### src/bla_pkg.sv
`timescale 1ns / 1ps
// shared types, codes and default sizes of the banded local alignment unit
// no dependencies

package bla_pkg;

  // default sizes, handed to the top level parameters
  localparam int unsigned MAX_LEN_DEF = 32;
  localparam int unsigned SCORE_WIDTH_DEF = 16;

  // fixed field widths
  localparam int unsigned CMD_W = 2;
  localparam int unsigned SYM_W = 8;
  localparam int unsigned KIND_W = 2;
  localparam int unsigned POS_W = 6;
  localparam int unsigned BEST_W = 13;
  localparam int unsigned PEN_W = 8;
  localparam int unsigned BAND_W = 6;
  localparam int unsigned CFG_IDX_W = 3;
  localparam int unsigned CFG_DATA_W = 8;

  // input command codes
  typedef enum logic [CMD_W-1:0] {
    CMD_LOAD_ONE = 2'd0,
    CMD_LOAD_TWO = 2'd1,
    CMD_RUN      = 2'd2,
    CMD_NONE     = 2'd3
  } command_e;

  // alignment column kinds
  typedef enum logic [KIND_W-1:0] {
    KIND_DIAG    = 2'd0,
    KIND_GAP_TWO = 2'd1,
    KIND_GAP_ONE = 2'd2,
    KIND_EMPTY   = 2'd3
  } kind_e;

  // configuration register indexes
  typedef enum logic [CFG_IDX_W-1:0] {
    REG_MATCH    = 3'd0,
    REG_MISMATCH = 3'd1,
    REG_GAP_OPEN = 3'd2,
    REG_GAP_EXT  = 3'd3,
    REG_BAND     = 3'd4
  } cfg_reg_e;

  // controller states
  typedef enum logic [2:0] {
    ST_IDLE,
    ST_ROW,
    ST_CELL_RD,
    ST_CELL_CALC,
    ST_TB_RD,
    ST_TB_STEP,
    ST_OUT_RD,
    ST_OUT_LD
  } state_e;

  // commands from controller to datapath
  typedef struct packed {
    logic run_start;
    logic row_skip;
    logic row_begin;
    logic mem_rd;
    logic tb_mode;
    logic cell_calc;
    logic tb_init;
    logic tb_step;
    logic out_load;
  } ctrl_cmd_t;

  // status from datapath to controller
  typedef struct packed {
    logic fill_over;
    logic row_empty;
    logic cell_last;
    logic tb_stop;
    logic out_free;
    logic out_last;
  } dp_status_t;

endpackage

### src/bla_ctrl.sv
`timescale 1ns / 1ps
// controller state machine: sequences band fill, traceback and column emission
// depends on bla_pkg

module bla_ctrl (
  input  logic                 clk_i,
  input  logic                 rst_ni,
  input  logic                 in_fire_i,
  input  logic                 in_run_i,
  input  bla_pkg::dp_status_t  status_i,
  output bla_pkg::ctrl_cmd_t   cmd_o,
  output logic                 idle_o
);

  bla_pkg::state_e state_q, state_d;

  // state register
  always_ff @(posedge clk_i or negedge rst_ni) begin
    if (!rst_ni) begin
      state_q <= bla_pkg::ST_IDLE;
    end else begin
      state_q <= state_d;
    end
  end

  // next state
  always_comb begin
    state_d = state_q;
    unique case (state_q)
      bla_pkg::ST_IDLE: begin
        if (in_fire_i && in_run_i) state_d = bla_pkg::ST_ROW;
      end
      bla_pkg::ST_ROW: begin
        if (status_i.fill_over) state_d = bla_pkg::ST_TB_RD;
        else if (!status_i.row_empty) state_d = bla_pkg::ST_CELL_RD;
      end
      bla_pkg::ST_CELL_RD: state_d = bla_pkg::ST_CELL_CALC;
      bla_pkg::ST_CELL_CALC: begin
        state_d = status_i.cell_last ? bla_pkg::ST_ROW : bla_pkg::ST_CELL_RD;
      end
      bla_pkg::ST_TB_RD: state_d = bla_pkg::ST_TB_STEP;
      bla_pkg::ST_TB_STEP: begin
        state_d = status_i.tb_stop ? bla_pkg::ST_OUT_RD : bla_pkg::ST_TB_RD;
      end
      bla_pkg::ST_OUT_RD: state_d = bla_pkg::ST_OUT_LD;
      bla_pkg::ST_OUT_LD: begin
        if (status_i.out_free) begin
          state_d = status_i.out_last ? bla_pkg::ST_IDLE : bla_pkg::ST_OUT_RD;
        end
      end
      default: state_d = bla_pkg::ST_IDLE;
    endcase
  end

  // command outputs
  always_comb begin
    cmd_o = '0;
    unique case (state_q)
      bla_pkg::ST_IDLE: cmd_o.run_start = in_fire_i && in_run_i;
      bla_pkg::ST_ROW: begin
        if (status_i.fill_over) cmd_o.tb_init = 1'b1;
        else if (status_i.row_empty) cmd_o.row_skip = 1'b1;
        else cmd_o.row_begin = 1'b1;
      end
      bla_pkg::ST_CELL_RD: cmd_o.mem_rd = 1'b1;
      bla_pkg::ST_CELL_CALC: cmd_o.cell_calc = 1'b1;
      bla_pkg::ST_TB_RD: begin
        cmd_o.mem_rd  = 1'b1;
        cmd_o.tb_mode = 1'b1;
      end
      bla_pkg::ST_TB_STEP: cmd_o.tb_step = 1'b1;
      bla_pkg::ST_OUT_RD: cmd_o = '0;
      bla_pkg::ST_OUT_LD: cmd_o.out_load = status_i.out_free;
      default: cmd_o = '0;
    endcase
  end

  assign idle_o = (state_q == bla_pkg::ST_IDLE);

endmodule

### config.mk
export PLATFORM = sky130hd
export DESIGN_NAME = bla_ctrl
export DESIGN_NICKNAME = d
export VERILOG_FILES = /design/src/bla_pkg.sv /design/src/bla_ctrl.sv
export SDC_FILE = /design/constraint.sdc
export NUM_CORES = 1
export LEC_CHECK = 0
export ABC_CLOCK_PERIOD_IN_PS = 1300
export CAP_MARGIN = 40
export CORE_AREA = 2 2 39 41
export CTS_CLUSTER_SIZE = 16
export DETAILED_ROUTE_END_ITERATION = 12
export DIE_AREA = 0 0 41 43
export DONT_BUFFER_PORTS = 1
export GPL_TIMING_DRIVEN = 0
export PLACE_DENSITY = 0.49
export SYNTH_ARGS = -nofsm -noshare
export SYNTH_HDL_FRONTEND = slang
export SYNTH_SLANG_ARGS = --single-unit
### constraint.sdc
create_clock -name clk_i -period 1.3 [get_ports clk_i]
set_clock_uncertainty 0.15 [all_clocks]
set_input_delay 0.065 -clock clk_i [delete_from_list [all_inputs] [get_ports clk_i]]
set_output_delay 0.065 -clock clk_i [all_outputs]
set_load 0.03 [all_outputs]
==> impl_results.md, run 1 <==
* DR WL/cell at 12.2 um
* Pwr dens at 2560 nW/um2
* Final net count at 71
* Grt total ovfl at 0
* RSZ-0062 raised after global routing: yes
* Die height at 43 um
* Slew headroom at 0.652
* Final hold viol count at 1
* Dpl ws at -0.244 ns
* Final Max Slew Viols at 0
* Yosys cell types at 23
* Post-Place Cells at 58
* Total number of vias at 371
* Pin count of the biggest net entering global routing at 11
* Crit. End Element: output port
* FP Rows at 14
* # setup viols final at 12
* Yosys top cell by area: dfrtp_1
* Period utilization at 1.30
* Setup TNS at -2.75 ns
* Overall global routing resource usage at 0.123
* Top Registers: state_q: 3 flops
* Mean Syn Cell Area at 7.12 um2
* Iter 0 DRT Violations at 7
* Fin util at 0.446
* Hpwl dp at 656 um
* Clk sinks at 3
* Root buffer selected by CTS: clkbuf_4
* Die area at 1760 um2
* Drt drc at 0
* Mapped Area at 299 um2
* Met2 WL post-DR at 509 um
* Violated checks: negative hold slack, negative setup slack
* Clock Latency Late Sink at 0.23 ns
* Area grow syn2layout at 106%
* Final WS setup at -0.384 ns
* Clk slew on worst S/H paths at 0.03 ns
* Global-route wire length before repair at 1.48 mm
* Ranking of synthesized cells by area: dfrtp_1, a21oi_1, nand2b_1, nand2_1, nor2_1
* DR pass1 iterations at 2
* R2R Path Start: state_q[1]
* Hold WS at -0.00485 ns
* Fmax at 0.594 GHz
* Crit Path Max Fanout at 3
* WL met1 at 369 um
* CP Launch Type: flop
* Max reg flops at 3
* Share of cells above drive strength 1 at 0.467
* Sequential share of the synthesized area at 0.251
* Final instance area at 617 um2
* R2r setup slk at -0.30 ns
* Outcome: complete, but fails checks
* # IOs at 20
* Minimum clock period at 1.68 ns
* R2r endpoint: state_q[0]
* WL met3 at 49 um
* Vias in the first global route at 382
* Commonest non-fill, non-tap cell in the layout: dlygate4sd3_1
* WHS Path Cells at 3
* H-tree lvl count at 1
* WP data arrival at 1.47 ns
* Detail Route Antenna Nets at 0
* Via density at 4.88
* #FFs+latches synth at 3
* Bufs on Longest Clock Path at 2
* Post-place instance area at 393 um2
* Largest reg by FF count: state_q
* Initial Util at 0.216
* CTS buffer count at 3
* Die Span X at 41 um
* Max-cap violation count at 0
* CTS tree: built
* WP data required at 1.09 ns
* Hold path endpoint: state_q[1]
* Worst VDD drop at 0.868 mV
* RD Place Congestion at 0.640
* Fin cells at 76
* Worst hold path startpoint: status_i[1]
* Syn nets at 52
* Max layer used: met3
* Core Area at 1380 um2
* Synth warn at 0
* Initial antenna violation count at 0
* Worst slew pin tran at 0.521 ns
* R2r worst-path depth at 4
* Number of port buffers at 0
* Fillers at 145
* Hold Crit Class: input port to flop
* Antenna fix cells at 0
* Critical path class: flop to output port
* Cells after Synth at 42
* LEAKAGE at 0.246 nW
* Most frequent cells in the layout: dlygate4sd3_1, nor2_4, nand2_1, a21oi_1
* Yosys top cell area share at 0.251
* Routed WL at 928 um
==> critical path, cell delays in order (launching register included) <==
cell	delay [ns]
dfrtp_2	0.42
buf_8	0.13
nor3_4	0.37
and3_4	0.32
==> report_power, final <==
part / internal [mW] / switching, mW / leakage [nW]
Sequential: 0.151 / 0.0713 / 0.0334
Clock: 0.114 / 0.0408 / 0.0150
Combinational: 0.548 / 0.652 / 0.198
==> cells by family after synthesis <==
| kind of cell | after synthesis | share of synthesized area |
|---|---|---|
| and+or+nand+nor | 22 | 0.423 |
| buffers and inverters | 5 | 0.0669 |
| AOI/OAI and AO/OA | 12 | 0.259 |
| DFF | 3 | 0.251 |
==> metrics by stage <==
| stage | hold WS (ns) | total power [mW] |
|---|---|---|
| floorplan | -0.381 | 0.936 |
| global placement | -0.381 | 1.05 |
| detailed placement | -0.381 | 1.04 |
| CTS | 0.000209 | 1.49 |
| global route | 0.0234 | 1.69 |
| finish | -0.00485 | 1.58 |
==> layout make-up <==
cell class | instances | area [um2] | share of cell area
buffer | 3 | 43.8 | 0.0710
clock buffer | 4 | 26.3 | 0.0426
inverter | 2 | 7.51 | 0.0122
multi-input combinational | 34 | 299 | 0.485
sequential | 3 | 77.6 | 0.126
tap | 16 | 20.0 | 0.0325
timing repair buffer | 14 | 143 | 0.231
==> per-layer routing <==
layer,GRT usage,up-vias
li1,-,187
met3,0.0262,0
met1,0.127,175
met2,0.206,9
met5,0,-
met4,0.0800,0
==> cell usage after synthesis <==
| master | instances |
|---|---|
| nand2_1 | 5 |
| o31ai_1 | 1 |
| o221a_2 | 1 |
| nor2_1 | 5 |
| dfrtp_1 | 3 |
| nor3b_1 | 1 |
| a22oi_1 | 1 |
| a21oi_1 | 5 |
| o21ai_1 | 1 |
| o21ai_0 | 1 |
| nor3_1 | 1 |
| nor4bb_1 | 1 |
| nand2b_1 | 4 |
| and3_1 | 1 |
| o21ai_2 | 1 |
| inv_1 | 2 |
| or4_1 | 1 |
| buf_2 | 1 |
| clkbuf_1 | 2 |
| a21boi_0 | 1 |
| and3b_1 | 1 |
| or4b_4 | 1 |
| nand3_1 | 1 |
==> how the worst max path moves through the flow <==
stage,startpoint,cells past startpoint,endpoint
floorplan,state_q[2],3,cmd_o[8]
global placement,state_q[1],4,state_q[1]
detailed placement,state_q[2],4,state_q[1]
CTS,state_q[2],3,cmd_o[8]
global route,state_q[1],3,cmd_o[8]
finish,state_q[1],3,cmd_o[8]
==> what timing repair did <==
action	in CTS	in global routing
setup buffers	4	1
pin swaps	5	4
hold buffers	9	0
hold endpoints to repair	6	0
endpoints found under the setup margin	12	12
resized for setup	12	6
Power figures use the tool's default switching activity.
==> run 2, diff against run 1 <==
- SKIP_LAST_GASP: not set -> 1
==> run 2 against run 1 <==
Net effect:
- the run still ends with negative hold slack, negative setup slack left
- global-route usage unchanged
- wire length increased by 0.11%
- worst hold slack unchanged
- design area decreased by 1.0%
- flip-flop and latch count unchanged
- sequential share of layout area increased by 0.13 points
- critical path type unchanged
- largest cell class unchanged
- highest routed layer unchanged
==> impl_results.md, run 2 (synthesis gave the netlist of run 1 again) <==
* Outcome: complete, but fails checks
* Violated checks: negative hold slack, negative setup slack
* Multi-input logic area at 293 um2
* Hold WS at -0.00485 ns
* WP data arrival at 1.47 ns
* Largest reg by FF count: state_q
* Overall global routing resource usage at 0.123
* RSZ-0062 raised after global routing: yes
* # IOs at 20
* CTS buffer count at 3
* DR pass1 iterations at 2
* Number of port buffers at 0
* Clock Latency Late Sink at 0.23 ns
* Pwr dens at 2540 nW/um2
* Routed WL at 929 um
* Iter 0 DRT Violations at 7
* Area grow syn2layout at 104%
* Crit-path max cell delay at 0.42 ns
* WP data required at 1.09 ns
* Pin count of the biggest net entering global routing at 11
* DR WL/cell at 12.2 um
* PnR Total Power at 1.55 mW
* Fillers at 148
* Fmax at 0.594 GHz
* Final Max Slew Viols at 0
* Max reg flops at 3
* Initial Util at 0.216
* Initial antenna violation count at 0
* CP Cell Sequence: buf_8 > nor3_4 > and3_4
* Crit Path Max Fanout at 3
* Worst VDD drop at 0.851 mV
* Detail Route Antenna Nets at 0
* # setup viols final at 12
* Share of cells above drive strength 1 at 0.467
* Core Area at 1380 um2
* Die height at 43 um
* Bufs on Longest Clock Path at 2
* Final hold viol count at 1
* Clk sinks at 3
* RD Place Congestion at 0.640
* Max-cap violation count at 0
* Total number of vias at 369
* Worst slew pin tran at 0.523 ns
* Grt total ovfl at 0
* CP Launch Type: flop
* Sequential cell area at 77.6 um2
* Die Span X at 41 um
* Vias in the first global route at 382
* LEAKAGE at 0.243 nW
* Minimum clock period at 1.68 ns
* CP max-delay cell: dfrtp_2
* Critical path class: flop to output port
* Antenna fix cells at 0
* Slew headroom at 0.650
* Most frequent cells in the layout: dlygate4sd3_1, nor2_4, nand2_1, a21oi_1
* Crit. End Element: output port
* Hpwl dp at 656 um
* Commonest non-fill, non-tap cell in the layout: dlygate4sd3_1
* Via density at 4.86
* Hold Crit Class: input port to flop
* Drt drc at 0
* R2r setup slk at -0.30 ns
* Clk slew on worst S/H paths at 0.03 ns
* FP Rows at 14
* CTS tree: built
* Final net count at 71
* Die area at 1760 um2
* Top Registers: state_q: 3 flops
* Global-route wire length before repair at 1.48 mm
* Period utilization at 1.30
* Final WS setup at -0.384 ns
* Root buffer selected by CTS: clkbuf_4
* H-tree lvl count at 1
-- run 2: timing repair --
item                                    in CTS  in global routing
buffers inserted                             4                  1
resized for setup                           12                  5
hold buffers                                 9                  0
endpoints found under the setup margin      12                 12
gates cloned                                 0                  0
pin swaps                                    5                  4
endpoints found under the hold margin        6                  0
-- run 2: cell type report --
class,instances,area share
well taps,16,0.0328
flip-flops and latches,3,0.127
inverters,2,0.0123
multi-input cells,34,0.480
clock buffers,4,0.0430
repair buffers,14,0.234
plain buffers,3,0.0717
-- run 2: where the power goes --
| group | switching, mW | total (mW) | internal (mW) |
|---|---|---|---|
| logic | 0.640 | 1.18 | 0.535 |
| registers | 0.0712 | 0.222 | 0.151 |
| clock network | 0.0408 | 0.155 | 0.114 |
-- run 2: path summary, 6_finish.rpt --
check | startpoint | end | cells after the start
min in group asynchronous | rst_ni | state_q[0] | 2
max in group asynchronous | rst_ni | state_q[2] | 2
max | state_q[1] | cmd_o[8] | 3
min reg2reg | state_q[1] | state_q[2] | 3
min | status_i[1] | state_q[1] | 3
max reg2reg | state_q[1] | state_q[0] | 4
-- run 2: routing by layer --
metal  global-route usage  routed length [um]  vias up
met5                    0                   0        -
met4               0.0800                   0        0
met3               0.0262                  51        0
met2                0.206                 509        9
met1                0.127                 368      174
li1                     -                   -      186
-- run 2: through the flow --
| step | worst slack, ns | util | setup TNS (ns) | cells | instance area (um2) |
|---|---|---|---|---|---|
| 2_1_floorplan | -0.155 | - | -0.549 | 42 | 373 |
| 3_3_place_gp | -0.253 | 0.284 | -1.23 | 58 | 393 |
| 3_5_place_dp | -0.244 | 0.284 | -1.16 | 58 | 393 |
| 4_1_cts | -0.404 | 0.426 | -3.17 | 75 | 589 |
| 5_1_grt | -0.447 | 0.441 | -3.56 | 76 | 611 |
| 6_report | -0.384 | 0.441 | -2.83 | 76 | 611 |
-- run 2: worst max-delay path: cells and delay by family, from the launching register on --
| kind | cells | cell delay, ns |
|---|---|---|
| buffers and inverters | 1 | 0.13 |
| and+or+nand+nor | 2 | 0.69 |
| DFF | 1 | 0.42 |
